==> src/sv/nfa_ram.sv <==
// Generic single-port-write, single-read RAM with registered read data.
// Depends on nothing.
module nfa_ram #(
  parameter int WIDTH = 8,
  parameter int DEPTH = 16
) (
  input  logic                     clk,
  input  logic                     we,
  input  logic [$clog2(DEPTH)-1:0] waddr,
  input  logic [WIDTH-1:0]         wdata,
  input  logic [$clog2(DEPTH)-1:0] raddr,
  output logic [WIDTH-1:0]         rdata
);
  logic [WIDTH-1:0] mem [DEPTH];
  always_ff @(posedge clk) begin
    if (we) mem[waddr] <= wdata;
    rdata <= mem[raddr];
  end
endmodule

==> config.mk <==
export PLATFORM = sky130hd
export DESIGN_NAME = nfa_ram
export DESIGN_NICKNAME = d
export VERILOG_FILES = /design/src/sv/nfa_ram.sv
export SDC_FILE = /design/constraint.sdc
export NUM_CORES = 1
export LEC_CHECK = 0
export BUFFER_PORTS_ARGS = -buffer_cell sky130_fd_sc_hd__buf_2
export CAP_MARGIN = 20
export CORE_MARGIN = 2
export CORE_UTILIZATION = 29
export CTS_BUF_LIST = sky130_fd_sc_hd__clkbuf_4 sky130_fd_sc_hd__clkbuf_8 sky130_fd_sc_hd__clkbuf_16
export CTS_CLUSTER_DIAMETER = 150
export DETAILED_ROUTE_END_ITERATION = 8
export PLACE_DENSITY_LB_ADDON = 0.1
export SLEW_MARGIN = 20
export SYNTH_ARGS = -nofsm -noshare
export SYNTH_HDL_FRONTEND = slang
export SYNTH_SLANG_ARGS = --single-unit
==> constraint.sdc <==
create_clock -name clk -period 2.7 [get_ports clk]
set_clock_uncertainty 0.05 [all_clocks]
set_input_delay 0 -clock clk [delete_from_list [all_inputs] [get_ports clk]]
set_output_delay 0 -clock clk [all_outputs]
set_load 0.005 [all_outputs]
# Word-level counts from Yosys, hierarchy flattened

Memories as Yosys holds them, arrays and structs flattened. A register that Yosys moved wholly into a read port is not among the register bits.
Cells that the tools add are included.
W data, S select, Z words.

Bits in registers: 0
Bits in latches: 0
RAM bits: 128
ROM bits: 0
Output and inout port bits: 8
Word-level logic and storage cells: 3
Memories kept: 1

Memories:

| memory | words | width | rd ports | clocked after memory_dff | write ports | line | source |
|---|---|---|---|---|---|---|---|
| mem    | 16    | 8     | 1        | 1                        | 1           | 14   | `logic [WIDTH-1:0] mem [DEPTH];` |

$add $sub $neg: 0
Multiply operators: 0
Divide/modulo/power cells: 0
$lt $le $gt $ge: 0
Eq/ne operators: 0
Shift operators: 0
Multiplexer cells: 2
Bitwise logic cells: 0
Reduce and logical (&&, ||, !) cells: 0

Operator list:

| cell    | number |
|---|---|
| $mux W1 | 2 |

# Longest topological paths before layout

Gate-level depths: netlist of run 1.

Depth after elaboration: 2
Depth in mapped cells: 5
Mapped depth without buffers: 3

# Worst setup path after synthesis of run 1

No wires, ideal clock.

Kind: input port to flip-flop
Start point: input port waddr[2]
End point: memory mem[0][0], enable pin
Setup time: 383 ps
Arrival time: 1110 ps
Slack: 1157 ps
Cell stages on the path: 2
Path buffers: 0
Cell sequence: or3b_2 nor3_1

RTL lines:

| what            | line | source |
|---|---|---|
| start, declared | 9    | `input logic [$clog2(DEPTH)-1:0] waddr,` |
| end, declared   | 14   |  |

No word-level cell before the write port.

==> flow_metrics.tcl, run 1 <==
set metrics [dict create \
    outcome "complete, no violations" \
    ir_worst_vdd_v 0.000382 \
    die_height_um 137 \
    report.final.setup_viol 0 \
    netlist.area_leader.share_pct 74.7 \
    cp.required_ns 2.94 \
    drive_above_1_share_pct 28.5 \
    nNetsFinal 307 \
    timing.setup.critical_path_class "reg -> reg" \
    netlist.top_cell.by_area "sky130_fd_sc_hd__edfxtp_1" \
    coreArea_mm2 0.0173 \
    fill_cell_total_of_the_finished_layout 1604 \
    floorplan.initialDensity_pct 29.8 \
    synth_area_mm2 0.00515 \
    total_of_buffers_placed_on_input_and_output_ports 25 \
    async_reset_ff_share_pct 0 \
    vias 2450 \
    number_of_remaining_drc_errors 0 \
    final_antenna_net_count 0 \
    yosys_register_bits 136 \
    synthFlopType "sky130_fd_sc_hd__edfxtp_1" \
    grt_setup_unrepaired "false" \
    finalWirelength_um 11400 \
    number_of_enable_flip_flop_cells_after_synthesis 128 \
    total_neg_setup_slack_ns 0 \
    powerDensity_mw_per_mm2 745 \
    end_kind "flop" \
    cts.repair_timing.setup_buffer_count 0 \
    critical_path.max_fanout 1 \
    worst_max_slew_pin_slew_ns 0.859 \
    yosysWarningCount 0 \
    cts_max_path_buffers 2 \
    grt_antenna_before_repair 0 \
    synthesized_area_divided_by_synthesized_cell_count_um2 22.5 \
    area_growth_pct 20.8 \
    drv_cap 0 \
    crit_arrival_ns 1.68 \
    layout_worst_path_cycle_share_pct 53.5 \
    synthTopCellsByArea "sky130_fd_sc_hd__edfxtp_1 75%, sky130_fd_sc_hd__mux4_2 7.9%, sky130_fd_sc_hd__mux4_1 7.1%, sky130_fd_sc_hd__dfxtp_1 3.1%, sky130_fd_sc_hd__a22oi_1 2.3%" \
    cts_max_level 4 \
    crit-reg2reg-launch "mem[2][5]$_DFFE_PP_" \
    worstHoldStart "waddr[0]" \
    multiInputGateArea_mm2 0.00106 \
    regArea_mm2 0.00400 \
    slew_headroom_pct 42.6 \
    synth.yosys.seq_area_share_pct 77.8 \
    timing.final.crit_period_ns 1.44 \
    globalRouteOverflowTotal 0 \
    clk_latency_ns 0.41 \
    avgViaCountPerCell 4.65 \
    clock_sink_count 136 \
    numCtsBuffers 17 \
    power.static_leakage_nw 2.08 \
    gp_congestion 0.675 \
    via_count_of_the_first_global_routing_pass 2632 \
    fp-row-count 48 \
    detailedRoute.firstPassIterationCount 5 \
    worstHoldPathType "in -> reg" \
    design.portCount 26 \
    postSynthNetCount 247 \
    clkTransAtPathRegs_ns 0.06 \
    yosysMostFrequentCell "sky130_fd_sc_hd__edfxtp_1" \
    syn-instance-count 229 \
    post_synth_num_cell_types 19 \
    ys_top_cells_by_count "128 x sky130_fd_sc_hd__edfxtp_1, 18 x sky130_fd_sc_hd__mux4_2, 16 x sky130_fd_sc_hd__a22oi_1" \
    global_route_wire_length_before_repair_um 17000 \
    critPathLaunch "mem[2][5]$_DFFE_PP_" \
    hold_slack_ns 0.0987 \
    finalHoldViolations 0 \
    critPathLaunchType "flop" \
    util_after_layout_pct 36.0 \
    clock.fmax_ghz 0.693 \
    die-area_mm2 0.0188 \
    grt_usage_pct 13.4 \
    report.final.slew_viol_count 0 \
    insertedDiodeCount 0 \
    dieWidth_um 137 \
    routed_wire_length_per_instance_um 21.7 \
    hpwl_um 7080 \
    tritoncts_clock_tree "built" \
    grt_max_degree 26 \
    drtIter0Drc 156 \
    ctsRootBufferMaster "sky130_fd_sc_hd__clkbuf_16" \
]
==> what timing repair did <==
item	CTS	global route
gates resized for setup	0	0
endpoints found under the hold margin	128	0
hold buffers	8	0
==> cell usage in the layout (no fill, tap or decap), drive strengths merged <==
| cell type | n |
|---|---|
| nor2 | 13 |
| dlygate4sd3 | 8 |
| edfxtp | 128 |
| nor2b | 1 |
| bufinv | 1 |
| buf | 43 |
| nand3b | 2 |
| clkinv | 11 |
| clkbuf | 18 |
| clkinvlp | 2 |
| or3b | 1 |
| dfxtp | 8 |
| nor3 | 4 |
| nand3 | 1 |
| and2b | 1 |
| a22oi | 16 |
| nand2b | 2 |
| mux4 | 32 |
| and2 | 1 |
| nand2 | 9 |
==> metal layers <==
layer  global-route usage [%]  wire length, um
met2                     20.2             5400
met1                     18.2             5390
met3                     4.45              549
met5                        0                0
met4                     4.64              114
==> worst paths after layout <==
| kind | end | slack (ns) | cells after the start |
|---|---|---|---|
| setup / recovery | rdata[5]$_DFF_P_ | 1.26 | 3 |
| hold / removal | mem[0][6]$_DFFE_PP_ | 0.1 | 3 |
| setup reg to reg | rdata[5]$_DFF_P_ | 1.26 | 3 |
| hold reg to reg | rdata[1]$_DFF_P_ | 0.62 | 3 |
==> report_power, final <==
part	switching (mW)	internal (mW)
clock	0.791	1.24
sequential	0.0114	2.36
combinational	0.129	0.0999
total	0.931	3.70
==> state kept, by name, summed over array words and instances, names as in the netlist <==
signal  count
rdata       8
mem       128
==> through the flow <==
stage	power, mW	setup WS (ns)	cells	instance area [um^2]
4_1_cts	4.70	1.23	527	6220
6_report	4.63	1.26	527	6220
3_5_place_dp	2.64	0.928	487	5620
3_3_place_gp	2.64	0.914	487	5620
2_1_floorplan	2.54	1.16	229	5150
5_1_grt	4.81	1.13	527	6220
==> cell families after synthesis <==
family / after synthesis / synth area share, %
AO/OA/AOI/OAI: 16 / 2.33
buffers and inverters: 10 / 1.68
flip-flops: 136 / 77.8
multiplexers: 32 / 15.0
AND/OR/NAND/NOR: 35 / 3.18
==> worst max-delay path: stages, from the launching register on <==
cell,delay [ns]
sky130_fd_sc_hd__edfxtp_1,0.37
sky130_fd_sc_hd__mux4_1,0.51
sky130_fd_sc_hd__a22oi_1,0.31
sky130_fd_sc_hd__nand2_1,0.09
==> layout make-up <==
| class | count | share of cell area (%) |
|---|---|---|
| sequential | 136 | 64.4 |
| timing repair buffer | 51 | 5.67 |
| clock inverter | 14 | 1.45 |
| multi-input combinational | 83 | 17.0 |
| tap | 225 | 4.53 |
| clock buffer | 18 | 6.96 |
(Power assumes the default switching activity.)
==> run 2, diff against run 1 <==
clock period = 1.4 ns   (was 2.7 ns; I/O delays follow)
==> run 2 against run 1 <==
Non-clock buffer count grew 7; largest power group is now clock; flip-flop and latch count did not move; critical path type unchanged; largest cell class unchanged; register-to-register slack worse by 1.2 ns.
==> flow_metrics.tcl, run 2 (synthesized netlist as in run 1, its figures left out) <==
set metrics [dict create \
    grt_max_degree 20 \
    globalRouteOverflowTotal 0 \
    worstHoldPathType "in -> reg" \
    area_growth_pct 25.9 \
    clock_sink_count 136 \
    largest_reg_flops 128 \
    detailedRoute.firstPassIterationCount 4 \
    fp-row-count 48 \
    global_route_wire_length_before_repair_um 17300 \
    slew_headroom_pct 40.3 \
    numCtsBuffers 17 \
    drtIter0Drc 192 \
    nNetsFinal 314 \
    portion_of_total_power_attributed_to_combinational_logic_pct 4.9 \
    layout_commonest_cell "sky130_fd_sc_hd__edfxtp_1" \
    design.portCount 26 \
    pwr-share-seq_pct 45.7 \
    routed_wire_length_per_instance_um 21.9 \
    dieWidth_um 137 \
    gp_congestion 0.694 \
    critical_path.max_fanout 1 \
    report.final.slew_viol_count 0 \
    r2r_setup_slack_ns 0.02 \
    worstReg2RegEnd "rdata[4]$_DFF_P_" \
    drv_cap 0 \
    ir_worst_vdd_v 0.000826 \
    coreArea_mm2 0.0173 \
    critPathLaunchType "flop" \
    layout_worst_path_cycle_share_pct 98.2 \
    total_neg_setup_slack_ns 0 \
    switching_share_pct 19.1 \
    critPathLaunch "mem[3][4]$_DFFE_PP_" \
    report.final.setup_viol 0 \
    worst_max_slew_pin_slew_ns 0.893 \
    powerDensity_mw_per_mm2 1550 \
    tritoncts_clock_tree "built" \
    stdcell_count 534 \
    power.static_leakage_nw 2.18 \
    worst_path_largest_cell_delay_ns 0.49 \
    finalHoldViolations 0 \
    critical-path-slowest-cell "sky130_fd_sc_hd__mux4_2" \
    via_count_of_the_first_global_routing_pass 2601 \
    power_report.internal_total_mw 8.12 \
    final_antenna_net_count 0 \
    die_height_um 137 \
    grt_usage_pct 13.6 \
    hold_slack_ns 0.107 \
    clkTransAtPathRegs_ns 0.06 \
    outcome "complete, no violations" \
    fill_cell_total_of_the_finished_layout 1597 \
    total_of_buffers_placed_on_input_and_output_ports 25 \
    insertedDiodeCount 0 \
    hpwl_um 7470 \
    net_sw_power_mw 1.91 \
    timing.setup.critical_path_class "reg -> reg" \
    avgViaCountPerCell 4.63 \
    cts_max_level 4 \
    grt_setup_unrepaired "true" \
    end_kind "flop" \
    layout_top_registers "mem x128, rdata x8" \
    crit-reg2reg-launch "mem[3][4]$_DFFE_PP_" \
    crit_arrival_ns 1.62 \
    ff2ff_path_depth 4 \
    place_inst 494 \
    path_cells "mux4_2 > a22oi_2 > buf_4 > nand2_2" \
    floorplan.initialDensity_pct 29.8 \
    clock.fmax_ghz 0.727 \
    worstHoldPathCells 3 \
    cts_max_path_buffers 2 \
    most-common-layout-cells "128 x sky130_fd_sc_hd__edfxtp_1, 25 x sky130_fd_sc_hd__buf_2, 21 x sky130_fd_sc_hd__buf_4" \
    vias 2472 \
    grt_antenna_before_repair 0 \
    largest-register "mem" \
    timing.final.crit_period_ns 1.38 \
    number_of_remaining_drc_errors 0 \
    design_power_total_mw 10.0 \
    crit_end "rdata[4]$_DFF_P_" \
    clk_latency_ns 0.41 \
    cp.required_ns 1.65 \
    drive_above_1_share_pct 35.9 \
    die-area_mm2 0.0188 \
    clockPowerShare_pct 49.4 \
    ctsRootBufferMaster "sky130_fd_sc_hd__clkbuf_16" \
    finalWirelength_um 11700 \
]
==> run 2: changes by cell type in the layout (fill, tap and decap cells not counted), sizes merged <==
| cell | delta |
|---|---|
| clkinvlp | +2 |
| bufinv | +5 |
| buf | +7 |
| clkinv | -7 |
==> run 2: what timing repair did <==
| action | 4_1_cts | 5_1_grt |
|---|---|---|
| endpoints found under the hold margin | 128 | 0 |
| setup endpoints to repair | 6 | 6 |
| gates cloned | 0 | 0 |
| pin swaps | 1 | 4 |
| resized for setup | 7 | 3 |
| hold buffers | 8 | 0 |
| setup buffers | 0 | 0 |
==> run 2: through the flow <==
step | utilization (%) | instance area, um^2 | setup WS [ns]
3_3_place_gp | 33.0 | 5710 | -0.217
2_1_floorplan | - | 5150 | 0.0839
6_report | 37.5 | 6480 | 0.0247
4_1_cts | 37.4 | 6480 | -0.0169
3_5_place_dp | 33.0 | 5710 | -0.212
5_1_grt | 37.5 | 6480 | -0.0462
==> run 2: routing by layer <==
layer  up-vias  routed length (um)  part of all wire [%]  track usage, %
met5         -                   0                     0               0
met1      1303                5290                    45            18.5
met2        51                5740                    49            21.2
met4         0                 141                   1.2            4.47
met3        10                 512                   4.4            3.68
li1       1108                   -                     -               -
==> run 2: cell type report <==
cell class	count	area [um^2]	area share [%]
Timing Repair Buffer	58	443	6.83
Clock buffer	18	433	6.68
Multi-Input combinational cell	83	1090	16.9
Clock inverter	14	229	3.53
Sequential cell	136	4000	61.8
Tap cell	225	282	4.34
==> run 2: how the worst min path moves through the flow <==
stage | startpoint | endpoint | slack (ns)
2_1_floorplan | wdata[0] | mem[0][0]$_DFFE_PP_ | 0.05
3_3_place_gp | rdata[4]$_DFF_P_ | rdata[4] | 0.34
3_5_place_dp | rdata[7]$_DFF_P_ | rdata[7] | 0.33
4_1_cts | waddr[0] | mem[0][5]$_DFFE_PP_ | 0.09
5_1_grt | waddr[0] | mem[0][5]$_DFFE_PP_ | 0.1
6_report | waddr[0] | mem[0][5]$_DFFE_PP_ | 0.11
==> run 2: power by group through the flow <==
| stage | Clock, mW | Sequential [mW] | Combinational [mW] |
|---|---|---|---|
| floorplan | 0 | 4.66 | 0.231 |
| global placement | 0 | 4.67 | 0.475 |
| detailed placement | 0 | 4.67 | 0.474 |
| CTS | 5.05 | 4.59 | 0.503 |
| global route | 5.23 | 4.59 | 0.539 |
| finish | 4.95 | 4.58 | 0.490 |
==> run 2: critical path, delay by kind of cell, from the launching register on <==
| family | cells | cell delay (ns) |
|---|---|---|
| AO/OA/AOI/OAI | 1 | 0.16 |
| buffers and inverters | 1 | 0.15 |
| flip-flops | 1 | 0.35 |
| multiplexers | 1 | 0.49 |
| AND/OR/NAND/NOR | 1 | 0.05 |
